**config.mk**
```make
export PLATFORM = sky130hd
export DESIGN_NAME = serial_frame_receiver_crc8_unit_flat
export DESIGN_NICKNAME = d
export VERILOG_FILES = /design/src/rtl/srfc8_pkg.sv /design/src/rtl/srfc8_if.sv /design/src/rtl/serial_frame_receiver_crc8_unit.sv /design/src/flat_wrapper.sv
export SDC_FILE = /design/constraint.sdc
export NUM_CORES = 1
export LEC_CHECK = 0
export BUFFER_PORTS_ARGS = -buffer_cell sky130_fd_sc_hd__buf_2
export CORE_ASPECT_RATIO = 0.75
export CORE_MARGIN = 4
export CORE_UTILIZATION = 50
export CTS_BUF_LIST = sky130_fd_sc_hd__clkbuf_4
export DETAILED_ROUTE_END_ITERATION = 16
export PLACE_DENSITY = 0.69
export SETUP_SLACK_MARGIN = 0.4
export SLEW_MARGIN = 20
export SYNTH_ARGS = -nofsm -noshare
export SYNTH_HDL_FRONTEND = slang
export SYNTH_SLANG_ARGS = --single-unit
```
**constraint.sdc**
```tcl
create_clock -name clk -period 5.5 [get_ports clk]
set_input_delay 1.1 -clock clk [delete_from_list [all_inputs] [get_ports clk]]
set_output_delay 1.1 -clock clk [all_outputs]
set_load 0.05 [all_outputs]
```
**src/rtl/srfc8_pkg.sv**
```systemverilog
// shared constants and the crc-8 byte update of the serial frame receiver
package srfc8_pkg;

    localparam logic [7:0] HDR_FIRST   = 8'h55;
    localparam logic [7:0] HDR_SECOND  = 8'hAA;
    localparam logic [7:0] CRC_POLY    = 8'h8C;

    localparam int         FLAG_W        = 31;
    localparam int         WORD_W        = 32;
    localparam int         BYTE_W        = 8;
    localparam int         PAYLOAD_BYTES_DEF = 16;
    localparam int         WORDS_OUT     = 4;

    localparam logic [FLAG_W-1:0] MAX_FLAG_RST = 31'd100;
    localparam logic [WORD_W-1:0] SIGN_FLIP    = 32'h8000_0000;

    // reflected crc-8, lsb first, eight shifts per byte
    function automatic logic [7:0] crc8_byte(input logic [7:0] crc, input logic [7:0] b);
        logic [7:0] c;
        c = crc ^ b;
        for (int i = 0; i < 8; i++)
        begin
            if (c[0])
                c = (c >> 1) ^ CRC_POLY;
            else
                c = c >> 1;
        end
        return c;
    endfunction

    localparam logic [7:0] CRC_AFTER_HDR = crc8_byte(crc8_byte(8'h00, HDR_FIRST), HDR_SECOND);

endpackage

```
**src/rtl/srfc8_if.sv**
```systemverilog
// valid/ready channels for received bytes and decoded frame results
interface srfc8_rx_if;
    logic       valid;
    logic       ready;
    logic [7:0] rx_byte;

    modport source (output valid, output rx_byte, input ready);
    modport sink   (input valid, input rx_byte, output ready);
endinterface

interface srfc8_res_if;
    logic                             valid;
    logic                             ready;
    logic [srfc8_pkg::WORD_W-1:0]     x_word;
    logic [srfc8_pkg::WORD_W-1:0]     y_word;
    logic [srfc8_pkg::WORD_W-1:0]     w_word;
    logic [srfc8_pkg::FLAG_W-1:0]     flag_value;
    logic                             crc_ok;

    modport source (output valid, output x_word, output y_word, output w_word,
                    output flag_value, output crc_ok, input ready);
    modport sink   (input valid, input x_word, input y_word, input w_word,
                    input flag_value, input crc_ok, output ready);
endinterface

```
**src/rtl/serial_frame_receiver_crc8_unit.sv**
```systemverilog
// a result follows the second trailer byte, which waits until the prior result is taken;
// throughput: one byte per cycle otherwise; after each frame the byte input stalls while
// the four payload words are read back through the single read port of the payload ram
// reset: asynchronous, active low; clears the framer, the byte valid bits (store reads
// as zero), the last valid flag, max_flag to 100 and the result slot; no clearing pass
module serial_frame_receiver_crc8_unit #(
    parameter int PAYLOAD_BYTES = srfc8_pkg::PAYLOAD_BYTES_DEF
) (
    input  logic                          clk,
    input  logic                          rst_n,
    input  logic                          cfg_we,
    input  logic [srfc8_pkg::FLAG_W-1:0]  cfg_wdata,
    srfc8_rx_if.sink                      rx,
    srfc8_res_if.source                   res
);
    import srfc8_pkg::*;

    localparam int ROWS  = (PAYLOAD_BYTES + 3) / 4;
    localparam int ROW_W = $clog2(ROWS);
    localparam int IDX_W = $clog2(PAYLOAD_BYTES);
    localparam logic [7:0] PB8 = 8'(PAYLOAD_BYTES);

    typedef enum logic [1:0] {PH_LEN, PH_PAYLOAD, PH_CRC, PH_TRAILER} phase_t;

    // payload ram: 32-bit rows with byte lanes
    logic [WORD_W-1:0] mem [ROWS];

    logic                     in_frame_reg, in_frame_next;
    logic [7:0]               prev_byte_reg, prev_byte_next;
    phase_t                   phase_reg, phase_next;
    logic [7:0]               frame_len_reg, frame_len_next;
    logic [7:0]               pay_cnt_reg, pay_cnt_next;
    logic                     trailer_seen_reg, trailer_seen_next;
    logic [7:0]               crc_reg, crc_next;
    logic [7:0]               rx_crc_reg, rx_crc_next;
    logic [FLAG_W-1:0]        last_flag_reg, last_flag_next;
    logic [FLAG_W-1:0]        max_flag_reg, max_flag_next;
    logic [PAYLOAD_BYTES-1:0] byte_vld_reg, byte_vld_next;
    logic                     drain_reg, drain_next;
    logic [2:0]               issue_cnt_reg, issue_cnt_next;
    logic                     ret_vld_reg, ret_vld_next;
    logic [1:0]               ret_row_reg, ret_row_next;
    logic                     crc_ok_reg, crc_ok_next;
    logic [WORD_W-1:0]        x_asm_reg, x_asm_next;
    logic [WORD_W-1:0]        y_asm_reg, y_asm_next;
    logic [WORD_W-1:0]        w_asm_reg, w_asm_next;
    logic                     out_valid_reg, out_valid_next;
    logic [WORD_W-1:0]        out_x_reg, out_x_next;
    logic [WORD_W-1:0]        out_y_reg, out_y_next;
    logic [WORD_W-1:0]        out_w_reg, out_w_next;
    logic [FLAG_W-1:0]        out_flag_reg, out_flag_next;
    logic                     out_crc_ok_reg, out_crc_ok_next;

    logic [WORD_W-1:0]        rd_data_reg;
    logic                     rd_en;
    logic [ROW_W-1:0]         rd_row;
    logic                     mem_we;
    logic [ROW_W-1:0]         wr_row;
    logic [1:0]               wr_lane;
    logic                     acc;
    logic                     frame_done;
    logic                     at_last;
    logic [7:0]               cnt_inc;
    logic [7:0]               needed;
    logic [3:0]               row_vld;
    logic [WORD_W-1:0]        ret_word;

    assign at_last  = in_frame_reg && (phase_reg == PH_TRAILER) && trailer_seen_reg;
    assign rx.ready = !drain_reg && !(at_last && out_valid_reg);
    assign acc      = rx.valid && rx.ready;

    assign cnt_inc  = pay_cnt_reg + 8'd1;
    assign needed   = (frame_len_reg <= 8'd1) ? 8'd1 : frame_len_reg - 8'd1;

    assign mem_we   = acc && in_frame_reg && (phase_reg == PH_PAYLOAD) && (pay_cnt_reg < PB8);
    assign wr_row   = pay_cnt_reg[ROW_W+1:2];
    assign wr_lane  = pay_cnt_reg[1:0];

    assign rd_en    = drain_reg && (issue_cnt_reg < 3'd4);
    assign rd_row   = ROW_W'(issue_cnt_reg[1:0]);

    assign frame_done = acc && at_last;

    // bytes never written since reset read as zero
    assign row_vld = 4'(byte_vld_reg[WORDS_OUT*4-1:0] >> {ret_row_reg, 2'b00});
    always_comb
    begin
        for (int k = 0; k < 4; k++)
            ret_word[k*8 +: 8] = row_vld[k] ? rd_data_reg[k*8 +: 8] : 8'h00;
    end

    always_comb
    begin
        in_frame_next     = in_frame_reg;
        prev_byte_next    = prev_byte_reg;
        phase_next        = phase_reg;
        frame_len_next    = frame_len_reg;
        pay_cnt_next      = pay_cnt_reg;
        trailer_seen_next = trailer_seen_reg;
        crc_next          = crc_reg;
        rx_crc_next       = rx_crc_reg;
        last_flag_next    = last_flag_reg;
        max_flag_next     = cfg_we ? cfg_wdata : max_flag_reg;
        byte_vld_next     = byte_vld_reg;
        drain_next        = drain_reg;
        issue_cnt_next    = issue_cnt_reg;
        ret_vld_next      = rd_en;
        ret_row_next      = issue_cnt_reg[1:0];
        crc_ok_next       = crc_ok_reg;
        x_asm_next        = x_asm_reg;
        y_asm_next        = y_asm_reg;
        w_asm_next        = w_asm_reg;
        out_valid_next    = out_valid_reg && !res.ready;
        out_x_next        = out_x_reg;
        out_y_next        = out_y_reg;
        out_w_next        = out_w_reg;
        out_flag_next     = out_flag_reg;
        out_crc_ok_next   = out_crc_ok_reg;

        if (mem_we)
            byte_vld_next[pay_cnt_reg[IDX_W-1:0]] = 1'b1;

        if (acc)
        begin
            if (!in_frame_reg)
            begin
                if (rx.rx_byte == HDR_SECOND)
                begin
                    if (prev_byte_reg == HDR_FIRST)
                    begin
                        in_frame_next     = 1'b1;
                        phase_next        = PH_LEN;
                        pay_cnt_next      = 8'd0;
                        trailer_seen_next = 1'b0;
                        crc_next          = CRC_AFTER_HDR;
                    end
                end
                else
                begin
                    prev_byte_next = rx.rx_byte;
                end
            end
            else
            begin
                case (phase_reg)
                    PH_LEN:
                    begin
                        frame_len_next = rx.rx_byte;
                        crc_next       = crc8_byte(crc_reg, rx.rx_byte);
                        pay_cnt_next   = 8'd0;
                        phase_next     = PH_PAYLOAD;
                    end
                    PH_PAYLOAD:
                    begin
                        crc_next = crc8_byte(crc_reg, rx.rx_byte);
                        if (cnt_inc >= needed)
                        begin
                            pay_cnt_next = 8'd0;
                            phase_next   = PH_CRC;
                        end
                        else
                        begin
                            pay_cnt_next = cnt_inc;
                        end
                    end
                    PH_CRC:
                    begin
                        rx_crc_next = rx.rx_byte;
                        crc_next    = crc8_byte(crc_reg, 8'h00);
                        phase_next  = PH_TRAILER;
                    end
                    PH_TRAILER:
                    begin
                        if (!trailer_seen_reg)
                        begin
                            trailer_seen_next = 1'b1;
                        end
                        else
                        begin
                            crc_ok_next       = (crc_reg == rx_crc_reg);
                            in_frame_next     = 1'b0;
                            prev_byte_next    = 8'h00;
                            phase_next        = PH_LEN;
                            frame_len_next    = 8'h00;
                            pay_cnt_next      = 8'd0;
                            trailer_seen_next = 1'b0;
                            crc_next          = 8'h00;
                            drain_next        = 1'b1;
                            issue_cnt_next    = 3'd0;
                        end
                    end
                    default:
                    begin
                        phase_next = PH_LEN;
                    end
                endcase
            end
        end

        if (rd_en)
            issue_cnt_next = issue_cnt_reg + 3'd1;

        // gather the four words as they come back from the ram
        if (ret_vld_reg)
        begin
            case (ret_row_reg)
                2'd0: x_asm_next = ret_word;
                2'd1: y_asm_next = ret_word;
                2'd2: w_asm_next = ret_word;
                default:
                begin
                    if (!ret_word[WORD_W-1] && (ret_word[FLAG_W-1:0] <= max_flag_reg))
                        last_flag_next = ret_word[FLAG_W-1:0];
                    out_valid_next  = 1'b1;
                    out_x_next      = x_asm_reg ^ SIGN_FLIP;
                    out_y_next      = y_asm_reg ^ SIGN_FLIP;
                    out_w_next      = w_asm_reg;
                    out_flag_next   = last_flag_next;
                    out_crc_ok_next = crc_ok_reg;
                    drain_next      = 1'b0;
                end
            endcase
        end
    end

    always_ff @(posedge clk)
    begin
        if (mem_we)
            mem[wr_row][wr_lane*8 +: 8] <= rx.rx_byte;
        if (rd_en)
            rd_data_reg <= mem[rd_row];
    end

    always_ff @(posedge clk or negedge rst_n)
    begin
        if (!rst_n)
        begin
            in_frame_reg     <= 1'b0;
            prev_byte_reg    <= 8'h00;
            phase_reg        <= PH_LEN;
            frame_len_reg    <= 8'h00;
            pay_cnt_reg      <= 8'd0;
            trailer_seen_reg <= 1'b0;
            crc_reg          <= 8'h00;
            rx_crc_reg       <= 8'h00;
            last_flag_reg    <= '0;
            max_flag_reg     <= MAX_FLAG_RST;
            byte_vld_reg     <= '0;
            drain_reg        <= 1'b0;
            issue_cnt_reg    <= 3'd0;
            ret_vld_reg      <= 1'b0;
            ret_row_reg      <= 2'd0;
            crc_ok_reg       <= 1'b0;
            out_valid_reg    <= 1'b0;
        end
        else
        begin
            in_frame_reg     <= in_frame_next;
            prev_byte_reg    <= prev_byte_next;
            phase_reg        <= phase_next;
            frame_len_reg    <= frame_len_next;
            pay_cnt_reg      <= pay_cnt_next;
            trailer_seen_reg <= trailer_seen_next;
            crc_reg          <= crc_next;
            rx_crc_reg       <= rx_crc_next;
            last_flag_reg    <= last_flag_next;
            max_flag_reg     <= max_flag_next;
            byte_vld_reg     <= byte_vld_next;
            drain_reg        <= drain_next;
            issue_cnt_reg    <= issue_cnt_next;
            ret_vld_reg      <= ret_vld_next;
            ret_row_reg      <= ret_row_next;
            crc_ok_reg       <= crc_ok_next;
            out_valid_reg    <= out_valid_next;
        end
    end

    always_ff @(posedge clk)
    begin
        x_asm_reg      <= x_asm_next;
        y_asm_reg      <= y_asm_next;
        w_asm_reg      <= w_asm_next;
        out_x_reg      <= out_x_next;
        out_y_reg      <= out_y_next;
        out_w_reg      <= out_w_next;
        out_flag_reg   <= out_flag_next;
        out_crc_ok_reg <= out_crc_ok_next;
    end

    assign res.valid      = out_valid_reg;
    assign res.x_word     = out_x_reg;
    assign res.y_word     = out_y_reg;
    assign res.w_word     = out_w_reg;
    assign res.flag_value = out_flag_reg;
    assign res.crc_ok     = out_crc_ok_reg;

    // the read-back is the interlock: no ram write can overlap it
    a_no_write_in_drain: assert property (@(posedge clk) disable iff (!rst_n)
        mem_we |-> !drain_reg)
        else $error("payload ram written during read-back");

    a_return_in_drain: assert property (@(posedge clk) disable iff (!rst_n)
        ret_vld_reg |-> drain_reg)
        else $error("ram data returned outside read-back");

    a_slot_free_on_load: assert property (@(posedge clk) disable iff (!rst_n)
        (ret_vld_reg && ret_row_reg == 2'd3) |-> !out_valid_reg)
        else $error("result slot overwritten before it was taken");

    a_done_starts_drain: assert property (@(posedge clk) disable iff (!rst_n)
        frame_done |=> (drain_reg && issue_cnt_reg == 3'd0))
        else $error("frame end did not start read-back");

endmodule

```
**src/flat_wrapper.sv**
```systemverilog
// flat-port wrapper written by rule: the top's interface ports become plain ports
module serial_frame_receiver_crc8_unit_flat import srfc8_pkg::*;
#(
    parameter int PAYLOAD_BYTES = srfc8_pkg::PAYLOAD_BYTES_DEF
)
  (clk, rst_n, cfg_we, cfg_wdata, rx_valid, rx_rx_byte, rx_ready, res_valid, res_x_word, res_y_word, res_w_word, res_flag_value, res_crc_ok, res_ready);
  srfc8_rx_if rx_i ();
  srfc8_res_if res_i ();
  input  logic clk;
  input  logic rst_n;
  input  logic cfg_we;
  input  logic [srfc8_pkg::FLAG_W-1:0] cfg_wdata;
  input wire logic [$bits(rx_i.valid)-1:0] rx_valid;
  input wire logic [$bits(rx_i.rx_byte)-1:0] rx_rx_byte;
  output wire logic [$bits(rx_i.ready)-1:0] rx_ready;
  output wire logic [$bits(res_i.valid)-1:0] res_valid;
  output wire logic [$bits(res_i.x_word)-1:0] res_x_word;
  output wire logic [$bits(res_i.y_word)-1:0] res_y_word;
  output wire logic [$bits(res_i.w_word)-1:0] res_w_word;
  output wire logic [$bits(res_i.flag_value)-1:0] res_flag_value;
  output wire logic [$bits(res_i.crc_ok)-1:0] res_crc_ok;
  input wire logic [$bits(res_i.ready)-1:0] res_ready;
  assign rx_i.valid = rx_valid;
  assign rx_i.rx_byte = rx_rx_byte;
  assign rx_ready = rx_i.ready;
  assign res_valid = res_i.valid;
  assign res_x_word = res_i.x_word;
  assign res_y_word = res_i.y_word;
  assign res_w_word = res_i.w_word;
  assign res_flag_value = res_i.flag_value;
  assign res_crc_ok = res_i.crc_ok;
  assign res_i.ready = res_ready;
  serial_frame_receiver_crc8_unit #(.PAYLOAD_BYTES(PAYLOAD_BYTES)) u_core (.clk(clk), .rst_n(rst_n), .cfg_we(cfg_we), .cfg_wdata(cfg_wdata), .rx(rx_i), .res(res_i));
endmodule
```
-- Word-level counts from Yosys, hierarchy flattened
Memories as Yosys holds them, arrays and structs flattened. A register that Yosys moved wholly into a read port is not among the register bits.
Cells that the tools add are included.
- input bits: 44
- memories: 1
- RAM bits: 128
- bits in registers: 355
- memory bits (read-only): 0
- word-level logic and storage cells: 260
- output and inout bits: 130
- bits in latches: 0
- memories (name ; depth ; bits a word ; read ports ; clocked after Yosys merged registers in ; write ports ; line ; RTL):
    u_core.mem ; 4 ; 32 ; 1 ; 1 ; 1 ; serial_frame_receiver_crc8_unit.sv:26 ; logic [WORD_W-1:0] mem [ROWS];
- $mul: 0
- shift operators: 3
- divide/modulo/power cells: 0
- equality and inequality tests: 15
- reductions and logical operators: 39
- $lt $le $gt $ge: 7
- bitwise operators: 28
- muxes and demuxes: 138
- add/subtract/negate cells: 4
- operators by type and width (cell ; number):
    8-bit 2-to-1 mux ; 102
    2-bit NOT with 3-bit output ; 23
    5-bit negator with 34-bit output ; 1
    8-bit by 34-bit variable shift with 32-bit output, first input constant ; 1
    8-bit by 34-bit variable part select with 32-bit output ; 1
    32-bit 2-to-1 mux ; 1
    8-bit case mux with 4 select lines ; 1
    31-bit less-or-equal comparator ; 1
    31-bit 2-to-1 mux ; 1
    8-bit case mux with 3 select lines ; 1
    4-bit AND reduction ; 6
    1-bit 2-to-1 mux ; 19
    16-bit bitwise OR ; 1
    8-bit case mux with 2 select lines ; 1
    16-bit by 4-bit right shift with 4-bit output ; 1
    3-bit 2-to-1 mux ; 5
    2-bit nonzero test ; 7
    1-bit logical AND ; 12
    2-bit 2-to-1 mux ; 5
    5-bit AND reduction ; 2
    8-bit by 1-bit adder with 8-bit output, second input constant ; 1
    8-bit by 7-bit equality test with 1-bit output, second input constant ; 1
    8-bit equality test ; 1
    8-bit equality test, second input constant ; 1
    other kinds (23) ; 38

-- Depth between registers and ports, before layout
- word-level depth: 42
- gate-level depth with buffers: 12
- depth with buffers taken out: 12

-- Worst setup path before layout
No wires, ideal clock.
- path kind: register -> register
- start: register u_core.ret_row_reg[1]
- end: register u_core.last_flag_reg[0]
- period minus slack after synthesis: 5014 ps
- cell stages (with the launch flop): 6
- path slack: 486 ps
- data required time: 5375 ps
- data arrival time: 4889 ps
- path buffers: 2
- setup time: 125 ps
- path through: dfrtp_1 bufbuf_16 and3_1 o311ai_4 buf_8 mux2_4
- longest elaborated chain between the ends: 5
- elaborated cells between the ends (all ways): 15
- classes of those cells: 1 x order compare; 2 x eq/ne; 1 x shift; 5 x mux; 1 x bitwise; 5 x reduce/logical
- RTL lines (what ; line ; RTL):
    from (decl) ; serial_frame_receiver_crc8_unit.sv:42 ; logic [1:0] ret_row_reg, ret_row_next;
    from (signal assigned) ; serial_frame_receiver_crc8_unit.sv:272 ; ret_row_reg <= ret_row_next;
    16-bit by 4-bit right shift with 4-bit output ; serial_frame_receiver_crc8_unit.sv:85 ; assign row_vld = 4'(byte_vld_reg[WORDS_OUT*4-1:0] >> {ret_row_reg, 2'b00});
    8-bit 2-to-1 mux ; serial_frame_receiver_crc8_unit.sv:89 ; ret_word[k*8 +: 8] = row_vld[k] ? rd_data_reg[k*8 +: 8] : 8'h00;
    31-bit less-or-equal comparator or 1-bit logical NOT (tied branches) ; serial_frame_receiver_crc8_unit.sv:212 ; if (!ret_word[WORD_W-1] && (ret_word[FLAG_W-1:0] <= max_flag_reg))
    1-bit logical AND ; serial_frame_receiver_crc8_unit.sv:212 ;
    31-bit 2-to-1 mux ; serial_frame_receiver_crc8_unit.sv:212 ;
    to (signal assigned) ; serial_frame_receiver_crc8_unit.sv:266 ; last_flag_reg <= last_flag_next;
    to (decl) ; serial_frame_receiver_crc8_unit.sv:36 ; logic [FLAG_W-1:0] last_flag_reg, last_flag_next;
Parallel ways exist; a longest one is shown, timed or not.
A chain may end at the register's enable or synchronous reset.

-- Worst setup path after layout
- start: register u_core.ret_row_reg[0]
- end: register u_core.last_flag_reg[30]
- longest elaborated chain between the ends: 5
- elaborated cells between the ends (all ways): 15
- classes of those cells: 1 x order compare; 2 x eq/ne; 1 x shift; 5 x mux; 1 x bitwise; 5 x reduce/logical
- RTL lines (what ; line ; RTL):
    16-bit by 4-bit right shift with 4-bit output ; serial_frame_receiver_crc8_unit.sv:85 ;
    8-bit 2-to-1 mux ; serial_frame_receiver_crc8_unit.sv:89 ;
    via u_core.ret_word[29] ; serial_frame_receiver_crc8_unit.sv:66 ; logic [WORD_W-1:0] ret_word;
    31-bit less-or-equal comparator ; serial_frame_receiver_crc8_unit.sv:212 ;
    1-bit logical AND ; serial_frame_receiver_crc8_unit.sv:212 ;
    31-bit 2-to-1 mux ; serial_frame_receiver_crc8_unit.sv:212 ;
The timed path passes the listed nets, and every way through them passes these cells.

==> metrics.yaml <==
rsz0062_at_grt: "false"
clock_latency_ns: 0.85
peakVddDrop_v: 0.000145
dp_cells: 1899
antenna_found_initial: 1
yosys_warnings: 0
synth_ff_type: "edfxtp_1"
holdWs_ns: 0.390
period_needed_ns: 4.29
fmax_mhz: 233
worst_pin_slew_ns: 1.19
internal_power_mw: 5.83
root_buffer: "clkbuf_4"
drive_gt1_share_pct: 33.3
worstPathMaxFanout: 25
p_clk_share_pct: 41.5
slew_viol_final: 0
fin_skew_ns: 0.0575
ios: 174
grt.total_usage_pct: 18.6
synth_edf_count: 384
cts_buffers: 116
crit_path_end_kind: "flop"
r2r_slack_ns: 1.21
synth_seq_area_share_pct: 72.4
cts.sinks: 515
seqPwrFrac_pct: 56.2
dieHeight_um: 183
setup_ws_ns: 1.21
grt_max_degree: 101
dp_hpwl_mm: 26.5
syn_to_final_growth_pct: 14.8
ant_nets: 0
cap_violations: 0
largest_register_ffs: 128
cts_buffer_depth: 3
io_buffers: 173
synth_area_leaders: "edfxtp_1 (56%), dfrtp_1 (16%), mux4_2 (4.0%), ha_1 (3.1%), mux2_4 (2.2%)"
fin_util_pct: 58.8
synth.distinct_cells: 65
power_mw: 7.43
async_reset_ff_share_pct: 25.4
via_per_inst: 5.27
cp_num_buf_inv: 1
hold_violations: 0
power_switching_mw: 1.59
fin_nets: 1593
criticalPathCategory: "reg2reg"
power_switching_share_pct: 21.4
layout.cells.non_filler: 2120
synth_seq_cells: 515
pwr-share-comb_pct: 2.3
num_rows: 63
vias: 11200
crit_family: "simple AND/OR/NAND/NOR gates"
initial_core_util_pct: 51.2
maxSlewHeadroom_pct: 20.3
finalWeightedCongestion: 0.799
cp_slowest_stage_delay_ns: 0.69
worstPathArrival_ns: 5.01
die_area_mm2: 0.0443
powerDensity_mw_per_mm2: 316
cts_resized: 0
cp_slowest_cell: "mux4_2"
pre_cts_slack_ns: 1.15
grt_first_pass_wirelength_mm: 64.4
netlist_area_mm2: 0.0205
yosys.area.top_type: "edfxtp_1"
path_cells: "mux4_2 -> and2_1 -> ha_1 -> nand4_2 -> nor4_2 -> nor2_1 -> and3_4 -> o311ai_4 -> buf_12 -> mux2_2"
cp.required_ns: 6.21
hold_path.class: "in2async"
core_area_mm2: 0.0400
yosysMostFrequentCell: "edfxtp_1"
synth.top_cell.area_share_pct: 56.3
syn_avg_cell_area_um2: 16.5
r2r_cells: 10
r2r-end: "u_core.last_flag_reg[30]"
routedWlPerCell_um: 19.5
p_leak_nw: 9.05
r2r_start: "u_core.ret_row_reg[0]"
die_w_um: 242
wirelength_mm: 41.2
status: "finished, final reports clean"
place_area_mm2: 0.0219
h-tree-depth: 3
synth_common_cells: "edfxtp_1 (384), dfrtp_1 (128), nand2_1 (95), o21ai_0 (67), and2_1 (63)"
tns_ns: 0
drt_iter0_markers: 728
cts_hold_buf: 0
post-route-drc-count: 0
clk_transition_reported_paths_ns: 0.07
design_area_mm2: 0.0235
startpoint_type: "flop"
regMostFlops: "u_core.mem"
period_share_pct: 78.1
grt.overflow.total: 0
syn_nets: 1335
setup_viol: 0
grt_pass1_vias: 11300
firstDrtPassIters: 5
cts_tree: "yes"
cts_setup_buffers: 0
fillers: 3039
syn_inst: 1240
==> worst max-delay path by stage <==
| stage | startpoint | endpoint | cells after the start |
|---|---|---|---|
| detailed placement | u_core.ret_row_reg[0] | u_core.last_flag_reg[30] | 10 |
| global route | u_core.ret_row_reg[0] | u_core.last_flag_reg[30] | 10 |
| CTS | u_core.ret_row_reg[0] | u_core.last_flag_reg[30] | 10 |
| finish | u_core.ret_row_reg[0] | u_core.last_flag_reg[30] | 10 |
| global placement | u_core.ret_row_reg[0] | u_core.last_flag_reg[30] | 10 |
| floorplan | u_core.ret_row_reg[1] | u_core.last_flag_reg[0] | 5 |
==> logic make-up (layout without fill, tap and decap cells) <==
logic type | Yosys count | after routing | share of synthesized area, %
XOR/XNOR | 50 | 50 | 2.35
other | 0 | 1 | 0
buffers and inverters | 98 | 457 | 2.32
AND/OR/NAND/NOR | 286 | 286 | 7.50
AO/OA/AOI/OAI | 128 | 128 | 3.66
flip-flops | 515 | 515 | 72.4
multiplexers | 112 | 112 | 8.66
adder cells (fa/ha/maj) | 51 | 51 | 3.12
==> layout make-up <==
cell class	instances	area, µm²	share of cell area (%)
Tap cell	520	651	2.77
Clock inverter	31	193	0.820
Sequential cell	515	14800	63.1
Antenna cell	1	2.50	0.0107
Clock buffer	188	1410	6.01
Inverter	52	195	0.831
Multi-Input combinational cell	627	5210	22.2
Timing Repair Buffer	186	1010	4.32
==> routing by layer <==
layer  wire length [µm]  GRT usage (%)  vias to the layer above
met2              18800           28.2                      372
met4                568           5.15                        0
met1              19400           27.4                     5590
met5                  0              0                        -
met3               2530           4.65                       45
li1                   -              -                     5162
==> cell usage in the layout, fill, tap and decap left out, drive strengths merged, types with 27 or more instances in the layout <==
| cell | instances |
|---|---|
| o21ai | 69 |
| clkbuf | 188 |
| ha | 51 |
| nand2 | 95 |
| edfxtp | 384 |
| buf | 186 |
| dfrtp | 128 |
| a21oi | 32 |
| and2 | 63 |
| mux2 | 71 |
| inv | 55 |
| clkinv | 27 |
| xnor2 | 37 |
| mux4 | 36 |
==> power by group through the flow <==
stage                     Sequential [mW]  Combinational [mW]  Clock [mW]
after global routing                 4.17               0.195        3.38
after global placement               4.25               0.168           0
after floorplan                      4.25              0.0991           0
after detailed placement             4.25               0.174           0
final                                4.17               0.171        3.08
after CTS                            4.17               0.174        3.18
No activity file was read; power rests on OpenSTA's default activity.
